`src/sv/hop_pkg.sv`:
```
// ----------------------------------------------------------------------------
// Hopfield memory package
// Function codes, register indexes, field widths and the lane control type
// shared by the Hopfield associative memory modules.
// ----------------------------------------------------------------------------
package hop_pkg;

  localparam int PAT_W      = 16;
  localparam int CNT_W      = 8;
  localparam int NU_W       = 5;
  localparam int CFG_IDX_W  = 8;
  localparam int CFG_DATA_W = 8;

  typedef enum logic [1:0] {
    FUNC_CLEAR  = 2'd0,
    FUNC_STORE  = 2'd1,
    FUNC_RECALL = 2'd2,
    FUNC_NONE   = 2'd3
  } func_t;

  localparam logic [CFG_IDX_W-1:0] REG_MAX_SWEEPS     = 8'd0;
  localparam logic [CFG_IDX_W-1:0] REG_NEURONS_IN_USE = 8'd1;

  localparam logic [CNT_W-1:0] MAX_SWEEPS_RST     = 8'd32;
  localparam logic [NU_W-1:0]  NEURONS_IN_USE_RST = 5'd16;
  localparam logic [CNT_W-1:0] COUNT_LIMIT        = 8'hFF;

  typedef struct packed {
    logic mul_en;
    logic active;
    logic bit_i;
    logic bit_j;
  } lane_ctrl_t;

endpackage

```
`src/sv/hop_ram.sv`:
```
// ----------------------------------------------------------------------------
// Generic RAM
// Single write port and single read port with registered read data.
// ----------------------------------------------------------------------------
module hop_ram #(
  parameter int WIDTH = 8,
  parameter int DEPTH = 16
) (
  input  logic                     clk,
  input  logic                     wr_en,
  input  logic [$clog2(DEPTH)-1:0] wr_addr,
  input  logic [WIDTH-1:0]         wr_data,
  input  logic                     rd_en,
  input  logic [$clog2(DEPTH)-1:0] rd_addr,
  output logic [WIDTH-1:0]         rd_data
);

  logic [WIDTH-1:0] mem [DEPTH];

  always_ff @(posedge clk) begin
    if (wr_en) begin
      mem[wr_addr] <= wr_data;
    end
    if (rd_en) begin
      rd_data <= mem[rd_addr];
    end
  end

endmodule

```
`src/sv/hop_lane.sv`:
```
// ----------------------------------------------------------------------------
// Hopfield weight lane
// Handles one column of a weight row: the saturating Hebbian update for a
// store, and the registered weight times state product for a recall.
// ----------------------------------------------------------------------------
module hop_lane #(
  parameter int WEIGHT_BITS = 10
) (
  input  logic                        clk,
  input  hop_pkg::lane_ctrl_t         ctrl,
  input  logic signed [WEIGHT_BITS-1:0] weight,
  output logic signed [WEIGHT_BITS-1:0] weight_new,
  output logic                        clipped,
  output logic signed [WEIGHT_BITS:0]   prod
);

  import hop_pkg::*;

  localparam logic signed [WEIGHT_BITS-1:0] W_MAX = {1'b0, {(WEIGHT_BITS-1){1'b1}}};
  localparam logic signed [WEIGHT_BITS-1:0] W_MIN = {1'b1, {(WEIGHT_BITS-1){1'b0}}};
  localparam logic signed [WEIGHT_BITS-1:0] W_ONE = {{(WEIGHT_BITS-1){1'b0}}, 1'b1};

  logic signed [WEIGHT_BITS:0] weight_ext;

  assign weight_ext = {weight[WEIGHT_BITS-1], weight};

  always_comb begin
    weight_new = weight;
    clipped    = 1'b0;
    if (ctrl.active) begin
      if (ctrl.bit_i == ctrl.bit_j) begin
        if (weight == W_MAX) begin
          clipped = 1'b1;
        end else begin
          weight_new = weight + W_ONE;
        end
      end else begin
        if (weight == W_MIN) begin
          clipped = 1'b1;
        end else begin
          weight_new = weight - W_ONE;
        end
      end
    end
  end

  always_ff @(posedge clk) begin
    if (ctrl.mul_en) begin
      if (!ctrl.active) begin
        prod <= '0;
      end else if (ctrl.bit_j) begin
        prod <= weight_ext;
      end else begin
        prod <= -weight_ext;
      end
    end
  end

endmodule

```
`src/sv/hop_merge.sv`:
```
// ----------------------------------------------------------------------------
// Hopfield lane merge
// Adds the lane products in a balanced tree and then the probe term, takes the
// sign as the new neuron state, and gathers the lanes' clip flags.
// ----------------------------------------------------------------------------
module hop_merge #(
  parameter int NEURONS     = 16,
  parameter int WEIGHT_BITS = 10
) (
  input  logic signed [WEIGHT_BITS:0] prod [NEURONS],
  input  logic                        probe_bit,
  input  logic [NEURONS-1:0]          clipped,
  output logic                        new_bit,
  output logic                        any_clipped
);

  import hop_pkg::*;

  localparam int LEVELS = $clog2(NEURONS);
  localparam int PAD    = 1 << LEVELS;
  localparam int PW     = WEIGHT_BITS + 1;
  localparam int SUM_W  = PW + LEVELS + 1;

  localparam logic signed [SUM_W-1:0] PLUS_ONE  = {{(SUM_W-1){1'b0}}, 1'b1};
  localparam logic signed [SUM_W-1:0] MINUS_ONE = {SUM_W{1'b1}};

  logic signed [SUM_W-1:0] node [LEVELS+1][PAD];
  logic signed [SUM_W-1:0] total;

  always_comb begin
    for (int l = 0; l <= LEVELS; l++) begin
      for (int k = 0; k < PAD; k++) begin
        node[l][k] = '0;
      end
    end
    for (int k = 0; k < NEURONS; k++) begin
      node[0][k] = {{(SUM_W-PW){prod[k][PW-1]}}, prod[k]};
    end
    for (int l = 0; l < LEVELS; l++) begin
      for (int k = 0; k < PAD / 2; k++) begin
        if (k < (PAD >> (l + 1))) begin
          node[l+1][k] = node[l][2*k] + node[l][2*k+1];
        end
      end
    end
    total   = node[LEVELS][0] + (probe_bit ? PLUS_ONE : MINUS_ONE);
    new_bit = !total[SUM_W-1];
  end

  assign any_clipped = |clipped;

endmodule

```
`src/sv/hopfield_associative_memory_top.sv`:
```
// ----------------------------------------------------------------------------
// Hopfield associative memory
// Bipolar Hopfield memory with Hebbian storage and neuron-serial recall.
//
//   Channel  | Handshake                  | Payload
//   ---------+----------------------------+--------------------------------
//   cfg      | cfg_valid, cfg_ready       | cfg_index, cfg_data
//   item     | item_valid, item_stall     | func, pattern_bits
//   result   | result_valid, result_stall | state_bits, sweeps_used, converged,
//            |                            | patterns_stored, weight_saturated
//
// With n neurons in use, clear and the unused code go straight to the result
// register, store writes back the n weight rows (one weight row per cycle),
// and recall runs sweeps over the n neurons: each neuron update takes a weight row
// read followed by the lane products and the adder tree of the merge stage.
// Reset is synchronous; the weight rows carry valid bits that reset and clear
// drop all at once, so there is no clearing pass. item_stall is high from the
// acceptance of a request until its result is loaded. A new request is taken
// while a result waits under result_stall; a finished request waits only while
// the result register is still occupied.
// ----------------------------------------------------------------------------
module hopfield_associative_memory_top #(
  parameter int NEURONS     = 16,
  parameter int WEIGHT_BITS = 10
) (
  input  logic                             clk,
  input  logic                             rst,
  input  logic                             cfg_valid,
  output logic                             cfg_ready,
  input  logic [hop_pkg::CFG_IDX_W-1:0]    cfg_index,
  input  logic [hop_pkg::CFG_DATA_W-1:0]   cfg_data,
  input  logic                             item_valid,
  output logic                             item_stall,
  input  logic [1:0]                       func,
  input  logic [hop_pkg::PAT_W-1:0]        pattern_bits,
  output logic                             result_valid,
  input  logic                             result_stall,
  output logic [hop_pkg::PAT_W-1:0]        state_bits,
  output logic [hop_pkg::CNT_W-1:0]        sweeps_used,
  output logic                             converged,
  output logic [hop_pkg::CNT_W-1:0]        patterns_stored,
  output logic                             weight_saturated
);

  import hop_pkg::*;

  localparam int IDX_W = $clog2(NEURONS);
  localparam int ROW_W = NEURONS * WEIGHT_BITS;
  localparam int PW    = WEIGHT_BITS + 1;

  localparam logic [NU_W-1:0]  NU_MAX  = NU_W'(NEURONS);
  localparam logic [NU_W-1:0]  NU_MIN  = 5'd2;
  localparam logic [NU_W-1:0]  NU_ONE  = 5'd1;
  localparam logic [IDX_W-1:0] IDX_ONE = IDX_W'(1);
  localparam logic [CNT_W-1:0] CNT_ONE = 8'd1;

  typedef enum logic [2:0] {
    S_IDLE,
    S_ST_RD,
    S_ST_WR,
    S_RC_RD,
    S_RC_MUL,
    S_RC_SUM,
    S_FINISH
  } state_t;

  state_t state;

  logic [CNT_W-1:0]   max_sweeps;
  logic [NU_W-1:0]    neurons_in_use;
  logic [IDX_W-1:0]   row;
  logic [IDX_W-1:0]   n_last;
  logic [NEURONS-1:0] pat;
  logic [NEURONS-1:0] s;
  logic               changed;
  logic [CNT_W-1:0]   sweeps;
  logic               conv;
  logic [CNT_W-1:0]   stored_count;
  logic               sat_flag;
  logic [NEURONS-1:0] row_valid;
  logic               rd_valid;

  logic [IDX_W-1:0]   n_last_act;
  logic [NEURONS-1:0] pat_masked;
  logic [CNT_W-1:0]   cap;
  logic               flip;

  logic               ram_wr_en;
  logic               ram_rd_en;
  logic [IDX_W-1:0]   ram_rd_addr;
  logic [ROW_W-1:0]   ram_rd_data;
  logic [ROW_W-1:0]   ram_wr_data;

  lane_ctrl_t                    lane_ctrl  [NEURONS];
  logic signed [WEIGHT_BITS-1:0] lane_w     [NEURONS];
  logic signed [WEIGHT_BITS-1:0] lane_w_new [NEURONS];
  logic signed [PW-1:0]          lane_prod  [NEURONS];
  logic [NEURONS-1:0]            lane_clip;
  logic                          new_bit;
  logic                          any_clipped;

  assign cfg_ready  = !rst;
  assign item_stall = rst || (state != S_IDLE);

  always_comb begin
    if (neurons_in_use < NU_MIN) begin
      n_last_act = IDX_ONE;
    end else if (neurons_in_use > NU_MAX) begin
      n_last_act = IDX_W'(NEURONS - 1);
    end else begin
      n_last_act = IDX_W'(neurons_in_use - NU_ONE);
    end
    for (int k = 0; k < NEURONS; k++) begin
      pat_masked[k] = pattern_bits[k] && (IDX_W'(k) <= n_last_act);
    end
  end

  assign cap  = (max_sweeps == '0) ? CNT_ONE : max_sweeps;
  assign flip = (new_bit != s[row]);

  always_ff @(posedge clk) begin
    if (rst) begin
      max_sweeps     <= MAX_SWEEPS_RST;
      neurons_in_use <= NEURONS_IN_USE_RST;
    end else if (cfg_valid && cfg_ready) begin
      case (cfg_index)
        REG_MAX_SWEEPS:     max_sweeps     <= cfg_data;
        REG_NEURONS_IN_USE: neurons_in_use <= cfg_data[NU_W-1:0];
        default: ;
      endcase
    end
  end

  // Weight row addressing: the next row is fetched while the current one is
  // written back or summed.
  always_comb begin
    ram_rd_en   = 1'b0;
    ram_rd_addr = row;
    case (state)
      S_ST_RD, S_RC_RD: begin
        ram_rd_en = 1'b1;
      end
      S_ST_WR: begin
        ram_rd_en   = 1'b1;
        ram_rd_addr = row + IDX_ONE;
      end
      S_RC_SUM: begin
        ram_rd_en   = 1'b1;
        ram_rd_addr = (row == n_last) ? '0 : row + IDX_ONE;
      end
      default: ;
    endcase
  end

  assign ram_wr_en = (state == S_ST_WR);

  always_comb begin
    for (int j = 0; j < NEURONS; j++) begin
      lane_w[j]             = rd_valid ? ram_rd_data[j*WEIGHT_BITS +: WEIGHT_BITS] : '0;
      ram_wr_data[j*WEIGHT_BITS +: WEIGHT_BITS] = lane_w_new[j];
      lane_ctrl[j].mul_en   = (state == S_RC_MUL);
      lane_ctrl[j].active   = (IDX_W'(j) <= n_last) && (IDX_W'(j) != row);
      lane_ctrl[j].bit_i    = pat[row];
      lane_ctrl[j].bit_j    = (state == S_RC_MUL) ? s[j] : pat[j];
    end
  end

  hop_ram #(
    .WIDTH (ROW_W),
    .DEPTH (NEURONS)
  ) u_weights (
    .clk     (clk),
    .wr_en   (ram_wr_en),
    .wr_addr (row),
    .wr_data (ram_wr_data),
    .rd_en   (ram_rd_en),
    .rd_addr (ram_rd_addr),
    .rd_data (ram_rd_data)
  );

  for (genvar j = 0; j < NEURONS; j++) begin : g_lane
    hop_lane #(
      .WEIGHT_BITS (WEIGHT_BITS)
    ) u_lane (
      .clk        (clk),
      .ctrl       (lane_ctrl[j]),
      .weight     (lane_w[j]),
      .weight_new (lane_w_new[j]),
      .clipped    (lane_clip[j]),
      .prod       (lane_prod[j])
    );
  end

  hop_merge #(
    .NEURONS     (NEURONS),
    .WEIGHT_BITS (WEIGHT_BITS)
  ) u_merge (
    .prod        (lane_prod),
    .probe_bit   (pat[row]),
    .clipped     (lane_clip),
    .new_bit     (new_bit),
    .any_clipped (any_clipped)
  );

  always_ff @(posedge clk) begin
    if (rst) begin
      state        <= S_IDLE;
      result_valid <= 1'b0;
      stored_count <= '0;
      sat_flag     <= 1'b0;
      row_valid    <= '0;
      rd_valid     <= 1'b0;
    end else begin
      if (ram_rd_en) begin
        rd_valid <= row_valid[ram_rd_addr];
      end
      if (result_valid && !result_stall && (state != S_FINISH)) begin
        result_valid <= 1'b0;
      end
      case (state)
        S_IDLE: begin
          if (item_valid) begin
            pat     <= pat_masked;
            s       <= (func_t'(func) == FUNC_RECALL) ? pat_masked : '0;
            n_last  <= n_last_act;
            row     <= '0;
            changed <= 1'b0;
            sweeps  <= '0;
            conv    <= 1'b0;
            case (func_t'(func))
              FUNC_CLEAR: begin
                row_valid    <= '0;
                stored_count <= '0;
                sat_flag     <= 1'b0;
                state        <= S_FINISH;
              end
              FUNC_STORE:  state <= S_ST_RD;
              FUNC_RECALL: state <= S_RC_RD;
              default:     state <= S_FINISH;
            endcase
          end
        end
        S_ST_RD: begin
          state <= S_ST_WR;
        end
        S_ST_WR: begin
          row_valid[row] <= 1'b1;
          if (any_clipped) begin
            sat_flag <= 1'b1;
          end
          if (row == n_last) begin
            if (stored_count != COUNT_LIMIT) begin
              stored_count <= stored_count + CNT_ONE;
            end
            state <= S_FINISH;
          end else begin
            row <= row + IDX_ONE;
          end
        end
        S_RC_RD: begin
          state <= S_RC_MUL;
        end
        S_RC_MUL: begin
          state <= S_RC_SUM;
        end
        S_RC_SUM: begin
          s[row] <= new_bit;
          if (row == n_last) begin
            sweeps <= sweeps + CNT_ONE;
            if (!(changed || flip)) begin
              conv  <= 1'b1;
              state <= S_FINISH;
            end else if (sweeps + CNT_ONE >= cap) begin
              state <= S_FINISH;
            end else begin
              row     <= '0;
              changed <= 1'b0;
              state   <= S_RC_MUL;
            end
          end else begin
            row     <= row + IDX_ONE;
            changed <= changed || flip;
            state   <= S_RC_MUL;
          end
        end
        S_FINISH: begin
          if (!result_valid || !result_stall) begin
            result_valid     <= 1'b1;
            state_bits       <= PAT_W'(s);
            sweeps_used      <= sweeps;
            converged        <= conv;
            patterns_stored  <= stored_count;
            weight_saturated <= sat_flag;
            state            <= S_IDLE;
          end
        end
        default: begin
          state <= S_IDLE;
        end
      endcase
    end
  end

  // A converged recall has run at least one sweep.
  a_conv_sweeps: assert property (@(posedge clk) disable iff (rst)
    result_valid && converged |-> sweeps_used != '0)
    else $error("converged result without any sweep");

  // Results without a sweep carry no neuron state.
  a_no_sweep_zero: assert property (@(posedge clk) disable iff (rst)
    result_valid && (sweeps_used == '0) |-> (state_bits == '0) && !converged)
    else $error("non-recall result carries recall fields");

  // The store walk never writes a row beyond the neurons in use.
  a_store_row: assert property (@(posedge clk) disable iff (rst)
    state == S_ST_WR |-> row <= n_last)
    else $error("store wrote a row outside the neurons in use");

endmodule
```
`config.mk`:
```
export PLATFORM = sky130hd
export DESIGN_NAME = hopfield_associative_memory_top
export DESIGN_NICKNAME = d
export VERILOG_FILES = /design/src/sv/hop_pkg.sv /design/src/sv/hop_ram.sv /design/src/sv/hop_lane.sv /design/src/sv/hop_merge.sv /design/src/sv/hopfield_associative_memory_top.sv
export SDC_FILE = /design/constraint.sdc
export NUM_CORES = 2
export LEC_CHECK = 0
export BUFFER_PORTS_ARGS = -buffer_cell sky130_fd_sc_hd__buf_2
export CORE_MARGIN = 10
export CORE_UTILIZATION = 50
export DETAILED_ROUTE_END_ITERATION = 6
export HOLD_SLACK_MARGIN = 0.1
export PLACE_DENSITY = 0.73
export SLEW_MARGIN = 0
export SYNTH_ARGS = -nofsm -noshare
export SYNTH_HDL_FRONTEND = slang
export SYNTH_SLANG_ARGS = --single-unit
```
`constraint.sdc`:
```
create_clock -name clk -period 30.1 [get_ports clk]
set_input_delay 1.505 -clock clk [delete_from_list [all_inputs] [get_ports clk]]
set_output_delay 1.505 -clock clk [all_outputs]
set_load 0.005 [all_outputs]
```
# Yosys cells after proc, flatten, opt, wreduce, memory -nomap -nowiden
# Memories as Yosys holds them, arrays and structs flattened. A register that Yosys moved wholly into a read port is not among the register bits.
# Cells that the tools add are included.
[totals]
in_bits = 39
regBits = 303
wordCells = 536
out_inout_bits = 37
mem_count = 1
ram_bits = 2560
[op_classes]
n_bitwise = 2
mux = 237
eq_ne = 87
addsub = 68
n_reduce_logical = 67
order_cmp = 38
[mem_list]
columns = ["name", "depth", "width", "read_ports", "rd_clocked_by_memory_dff", "wr", "line", "text"]
rows = [
  ["u_weights.mem", 16, 160, 1, 1, 1, "hop_ram.sv:18", "logic [WIDTH-1:0] mem [DEPTH];"],
]
[ops]
columns = ["op", "n"]
rows = [
  ["$mux 10", 80],
  ["$eq 10x10->1 const B", 32],
  ["$mux 11", 16],
  ["$neg 10->11", 16],
  ["$add 10x2->10 const B", 16],
  ["$sub 10x2->10 const B", 16],
  ["$add 16x16->16", 8],
  ["$mux 1", 99],
  ["$add 11x11->12", 8],
  ["$mux 16", 5],
  ["$le 4x4->1 const A", 16],
  ["$pmux 16 s2", 2],
  ["$mux 8", 7],
  ["$logic_and 1x1->1", 36],
  ["$le 3x4->1 const A", 8],
  ["$mux 4", 8],
  ["$ne 4x4->1 const A", 8],
  ["$pmux 8 s2", 2],
  ["$pmux 3 s7", 1],
  ["$add 8x1->8 const B", 2],
  ["$bwmux 16", 1],
  ["$eq 1x1->1", 16],
  ["$le 1x4->1 const A", 4],
  ["$le 2x4->1 const A", 4],
  ["47 further kinds", 88],
]

# Depth between registers and ports, before layout
[logic_depth]
ltp_word = 11
depth_mapped = 28
mapped_depth_nobuf = 28

# Hierarchy
# A second synthesis with hierarchy kept.
[hier_totals]
hier_cells = 7981
hier_area_um2 = 133956.0
[by_module_without_submodules]
columns = ["mod", "seq_area_each_um2", "instances", "area_each_um2", "cells_per_inst"]
rows = [
  ["hop_ram", 81678.3, 1, 101084.4, 4208],
  ["hop_lane", 330.3, 16, 1243.7, 151],
  ["hopfield_associative_memory_top", 3383.2, 1, 7622.3, 783],
  ["hop_merge", 0.0, 1, 5350.1, 574],
]

# Least setup slack after synthesis
# Ideal clock, no wire load.
[synth_timing]
kind = "register -> register"
start = "register state[0]"
end = "register rd_valid"
period_less_slack_ps = 9688
t_arrival_ps = 9151
slack_ps = 20412
required_ps = 29564
path_stages_with_launch = 6
path_buffers = 2
cell_sequence = "dfxtp_1 > clkbuf_1 > clkbuf_1 > nor2_1 > a21oi_1 > a41oi_1"
[synth_rtl]
columns = ["item", "line", "text"]
rows = [
  ["from (decl)", "hopfield_associative_memory_top.sv:67", "state_t state;"],
  ["from (signal assigned)", "hopfield_associative_memory_top.sv:207", "state <= S_IDLE;"],
  ["from (signal assigned)", "hopfield_associative_memory_top.sv:235", "state <= S_FINISH;"],
  ["from (signal assigned)", "hopfield_associative_memory_top.sv:237", "FUNC_STORE: state <= S_ST_RD;"],
  ["$eq 3x2->1 (tied with other cells)", "hopfield_associative_memory_top.sv:139", "case (state)"],
  ["$reduce_or 4->1 (no source line) (*)", "--", ""],
  ["$mux 1 (*)", "hopfield_associative_memory_top.sv:139", ""],
  ["net ram_rd_en", "hopfield_associative_memory_top.sv:89", "logic ram_rd_en;"],
  ["to (signal assigned)", "hopfield_associative_memory_top.sv:215", "rd_valid <= row_valid[ram_rd_addr];"],
  ["to (decl)", "hopfield_associative_memory_top.sv:81", "logic rd_valid;"],
]
# Mark *: on every way through the listed nets, which the timed path passes. The rest lies on a longest branch. The select of a mux whose other input is x is not followed.
# A chain may end at the register's enable or synchronous reset.

# Worst setup path after layout
[layout_timing]
start = "register row[0]"
end = "register row[0], enable pin"
[layout_between]
elab_chain_len = 9
[layout_lines]
columns = ["item", "line", "text"]
rows = [
  ["from (decl)", "hopfield_associative_memory_top.sv:71", "logic [IDX_W-1:0] row;"],
  ["from (signal assigned)", "hopfield_associative_memory_top.sv:257", "row <= row + IDX_ONE;"],
  ["from (signal assigned)", "hopfield_associative_memory_top.sv:281", "row <= row + IDX_ONE;"],
  ["$bmux 1 s4", "hopfield_associative_memory_top.sv:199", ".probe_bit (pat[row]),"],
  ["$mux 1 (implied by the code)", "hopfield_associative_memory_top.sv:199", ""],
  ["$mux 16", "hop_merge.sv:46", "total = node[LEVELS][0] + (probe_bit ? PLUS_ONE : MINUS_ONE);"],
  ["$add 16x16->16", "hop_merge.sv:46", ""],
  ["$logic_not 1->1", "hop_merge.sv:47", "new_bit = !total[SUM_W-1];"],
  ["$ne 1x1->1", "hopfield_associative_memory_top.sv:119", "assign flip = (new_bit != s[row]);"],
  ["$logic_or 1x1->1", "hopfield_associative_memory_top.sv:270", "if (!(changed || flip)) begin"],
  ["$ne 3x3->1 (no source line)", "--", ""],
  ["$reduce_and 6->1 (no source line) (*)", "--", ""],
]
# Mark *: on every way between the ends. The rest lies on a longest branch, timed or not. The select of a mux whose other input is x is not followed.

==> Implementation_results.wiki <==
{| class="wikitable"
! Metric !! Value
|-
| Sequential cell area fraction in the yosys report || 0.668
|-
| Number of vias in the routed layout || 96200
|-
| Syn Inst Count || 11400
|-
| Relative slew slack || 0.0233
|-
| Post-synthesis to final-layout area growth || 10.3%
|-
| Hold Crit Start || sat_flag
|-
| Number of hold violations in the final report || 0
|-
| Critical Path End Type || flop
|-
| Maximum buffer depth of the clock tree || 4
|-
| Top FF cell, synth || sky130_fd_sc_hd__edfxtp_1
|-
| Placer congestion estimate || 0.949
|-
| Worst-path cell chain || mux4_2 -> mux4_4 -> fa_1 -> inv_1 -> fa_1 -> fa_1 -> inv_1 -> fa_1 -> inv_1 -> ha_1 -> a21o_1 -> a21o_1 -> a2111oi_0 -> or3_1 -> and4_1 -> xnor2_1 -> a221o_1 -> a22oi_1
|-
| Via count of the first global-routing pass || 91900
|-
| Slowest Stage Delay on Critical Path || 0.95 ns
|-
| Rows || 190
|-
| Effective utilization at floorplan || 0.504
|-
| Total setup buffers inserted after CTS || 0
|-
| Sum of overflow across all layers after global routing || 0
|-
| Least-Margin Pin Slew || 1.46 ns
|-
| Remaining number of nets flagged by the antenna check after routing || 0
|-
| Resized cells post-CTS || 0
|-
| Worst Skew || 0.0675 ns
|-
| Post-synth EDFFs || 2980
|-
| RSZ-0062 raised after global routing || false
|-
| Detailed-route vias per instance || 6.36
|-
| H-Tree Depth || 5
|-
| Floorplan die area || 292000 sq um
|-
| Number of nets in the finished design || 11600
|-
| Total of hold buffers inserted after clock tree synthesis || 0
|-
| Die extent in y || 540 microns
|-
| Critical register-to-register path startpoint || row[0]
|-
| Die Wd || 540 microns
|-
| Final worst-path cycle share || 0.263
|-
| Final setup viols || 0
|-
| Mapped Area || 135000 sq um
|-
| YS warnings || 0
|-
| Result of the run || finished with violations
|-
| Hold Path Class || reg2reg
|-
| TritonCTS clock tree || done
|-
| Library cell contributing the largest single delay on the critical path || sky130_fd_sc_hd__mux4_4
|-
| Worst path most repeated cell || sky130_fd_sc_hd__fa_1
|-
| Mean area per synthesized cell || 11.8 sq um
|-
| Critical path data required time || 30.62 ns
|-
| Detailed placement HPWL || 221000 microns
|-
| Routed wire per std cell || 26.0 microns
|-
| Post-synthesis net count || 11700
|-
| # clock sinks || 3023
|-
| Biggest fanout along the worst timing path || 23
|-
| Count of state elements after synthesis || 3023
|-
| DR iter-0 viols || 13200
|-
| Skew-Pair Late Insertion Delay || 0.90 ns
|-
| CORE AREA || 269000 sq um
|-
| Crit path from || row[0]
|-
| # DRC || 2
|-
| Violations in the final reports || DRC
|-
| Number of maximum-capacitance constraint violations || 0
|-
| Post-synth ARST share || 0
|-
| Fraction of final layout cells with drive strength greater than 1 || 0.0735
|-
| Root Buffer || sky130_fd_sc_hd__clkbuf_16
|-
| Number of unique standard cell types used by synthesis || 84
|-
| Setup TNS || 0 ns
|-
| Router iterations before antenna repair || 7
|-
| Global-route wire length before repair || 584000 microns
|-
| Data arrival time of the critical path || 8.43 ns
|-
| Time the final worst path needs with I/O delays and setup || 7.91 ns
|-
| Ports || 76
|-
| Clock-pin slew of the registers on the worst-case setup and hold paths || 0.07 ns
|-
| Combined global-route utilization of all metal layers || 0.259
|-
| Max frequency || 126 MHz
|-
| Count of pins over their slew limit || 0
|-
| Largest net degree at the start of global routing || 188
|-
| Number of antenna violations at the first check in global routing || 34
|-
| Type of element launching the critical path || flop
|-
| Total clock buffers created by CTS || 314
|-
| Critical Setup Path Class || reg2reg
|-
| Number of buffers inserted by port buffering || 75
|-
| Filler Cells Inserted || 21500
|-
| Total detailed-routing wirelength || 394000 microns
|}
[critical path: cells and delay by family, from the launching register on]
| kind | cells | cell delay, ns |
|---|---|---|
| flip-flops | 1 | 0.90 |
| XOR/XNOR | 1 | 0.19 |
| AND/OR/NAND/NOR | 2 | 0.51 |
| multiplexers | 2 | 1.58 |
| buffers and inverters | 3 | 0.14 |
| adder cells (fa/ha/maj) | 5 | 2.29 |
| AO/OA/AOI/OAI | 5 | 1.93 |
[flip-flops by register name (all words and copies together) (netlist names), 3 cells and up]
name / flops
n_last: 4
state_bits: 16
pat: 16
patterns_stored: 8
u_weights.mem: 2560
max_sweeps: 8
row: 4
neurons_in_use: 5
g_lane.u_lane.prod: 176
u_weights.rd_data: 160
s: 16
sweeps_used: 8
state: 3
row_valid: 16
stored_count: 8
sweeps: 8
[final timing paths]
path	cells past startpoint	slack, ns	to
setup / recovery	18	22.19	row[0]
hold / removal	0	0.44	weight_saturated
setup reg to reg	18	22.19	row[0]
hold reg to reg	0	0.44	weight_saturated
[cell type report]
| type | instances | area [sq um] | share of cell area |
|---|---|---|---|
| Sequential cell | 3023 | 90400 | 0.605 |
| Multi-Input combinational cell | 7441 | 41500 | 0.278 |
| Clock buffer | 378 | 8180 | 0.0548 |
| Tap cell | 3552 | 4440 | 0.0298 |
| Timing Repair Buffer | 294 | 2240 | 0.0150 |
| Clock inverter | 182 | 1630 | 0.0109 |
| Inverter | 253 | 950 | 0.00636 |
| Antenna cell | 12 | 30.0 | 0.000201 |
[cells in the final DEF (no fill, tap or decap), types with 68 or more instances in the layout]
| cell | instances |
|---|---|
| sky130_fd_sc_hd__and3_1 | 201 |
| sky130_fd_sc_hd__and2_1 | 70 |
| sky130_fd_sc_hd__o21ai_0 | 243 |
| sky130_fd_sc_hd__nor2_1 | 416 |
| sky130_fd_sc_hd__fa_1 | 93 |
| sky130_fd_sc_hd__nand3_1 | 1432 |
| sky130_fd_sc_hd__xnor2_1 | 177 |
| sky130_fd_sc_hd__inv_1 | 252 |
| sky130_fd_sc_hd__a211oi_1 | 176 |
| sky130_fd_sc_hd__clkbuf_16 | 318 |
| sky130_fd_sc_hd__a31oi_1 | 215 |
| sky130_fd_sc_hd__buf_2 | 75 |
| sky130_fd_sc_hd__edfxtp_1 | 2980 |
| sky130_fd_sc_hd__nor3_1 | 86 |
| sky130_fd_sc_hd__a21oi_1 | 288 |
| sky130_fd_sc_hd__clkinv_1 | 68 |
| sky130_fd_sc_hd__ha_1 | 153 |
| sky130_fd_sc_hd__a311oi_1 | 326 |
| sky130_fd_sc_hd__o22ai_1 | 69 |
| sky130_fd_sc_hd__xor2_1 | 68 |
| sky130_fd_sc_hd__buf_4 | 201 |
| sky130_fd_sc_hd__nand2_1 | 2750 |
[cell families (layout without fill, tap and decap cells)]
group | after synthesis | in the layout | share of synthesized area
other | 0 | 12 | 0
XOR/XNOR | 261 | 261 | 0.0179
buffers and inverters | 981 | 1107 | 0.0278
adder cells (fa/ha/maj) | 246 | 246 | 0.0279
multiplexers | 62 | 62 | 0.00582
flip-flops | 3023 | 3023 | 0.668
AO/OA/AOI/OAI | 1661 | 1661 | 0.0841
AND/OR/NAND/NOR | 5211 | 5211 | 0.169
[Yosys cell counts (16+ instances only)]
cell type                  instances  area, sq um
sky130_fd_sc_hd__ha_1            153         1910
sky130_fd_sc_hd__a221oi_1         18          158
sky130_fd_sc_hd__a211oi_1        176         1320
sky130_fd_sc_hd__mux2_2           24          270
sky130_fd_sc_hd__and3_1          201         1260
sky130_fd_sc_hd__nor3b_1          19          143
sky130_fd_sc_hd__o22ai_1          69          432
sky130_fd_sc_hd__nor2_1          433         1630
sky130_fd_sc_hd__or3_1            27          169
sky130_fd_sc_hd__a21boi_0         19          143
sky130_fd_sc_hd__a32oi_1          27          236
sky130_fd_sc_hd__and2_1           71          444
sky130_fd_sc_hd__buf_2            28          140
sky130_fd_sc_hd__dfxtp_1          43          861
sky130_fd_sc_hd__buf_1            57          214
sky130_fd_sc_hd__a31oi_1         215         1350
sky130_fd_sc_hd__o21ai_0         245         1230
sky130_fd_sc_hd__mux2i_1          27          270
sky130_fd_sc_hd__nand2_1        2753        10300
sky130_fd_sc_hd__o21a_1           20          150
sky130_fd_sc_hd__xnor2_1         178         1560
sky130_fd_sc_hd__inv_1           252          946
sky130_fd_sc_hd__nand4_1          50          313
sky130_fd_sc_hd__nor2b_1          21          131
sky130_fd_sc_hd__nor3_1           89          445
sky130_fd_sc_hd__nand2b_1         33          206
sky130_fd_sc_hd__fa_1             93         1860
sky130_fd_sc_hd__clkbuf_1        637         2390
sky130_fd_sc_hd__xor2_1           68          596
sky130_fd_sc_hd__or2_2            16          100
sky130_fd_sc_hd__a311oi_1        326         2860
sky130_fd_sc_hd__edfxtp_1       2980        89500
sky130_fd_sc_hd__o31ai_1          43          323
sky130_fd_sc_hd__nand3_1        1432         7170
sky130_fd_sc_hd__a21o_1           34          255
sky130_fd_sc_hd__o211ai_1         17          128
sky130_fd_sc_hd__a22oi_1          44          330
sky130_fd_sc_hd__a21oi_1         290         1450
[per-layer routing]
| metal | part of all wire | wire [microns] | global-route usage | up-vias |
|---|---|---|---|---|
| li1 | - | - | - | 42000 |
| met4 | 0.048 | 18700 | 0.114 | 22 |
| met3 | 0.11 | 42100 | 0.0437 | 926 |
| met1 | 0.38 | 150000 | 0.352 | 47500 |
| met2 | 0.46 | 183000 | 0.412 | 5776 |
| met5 | 0.00036 | 141 | 0 | - |
[metrics by stage]
step           cells  utilization  hold slack (ns)  area [sq um]  setup slack [ns]
2_1_floorplan  11400            -            0.400        135000             20.41
3_3_place_gp   14600        0.519            0.423        139000             22.25
3_5_place_dp   14600        0.519            0.423        139000             22.19
4_1_cts        15100        0.556            0.438        149000             22.17
5_1_grt        15100        0.556            0.462        149000             21.67
6_report       15100        0.556            0.439        149000             22.19
Power is left out: the tool's default activity adds up to more than one toggle a clock period on the data nets, which glitch-free logic cannot reach.
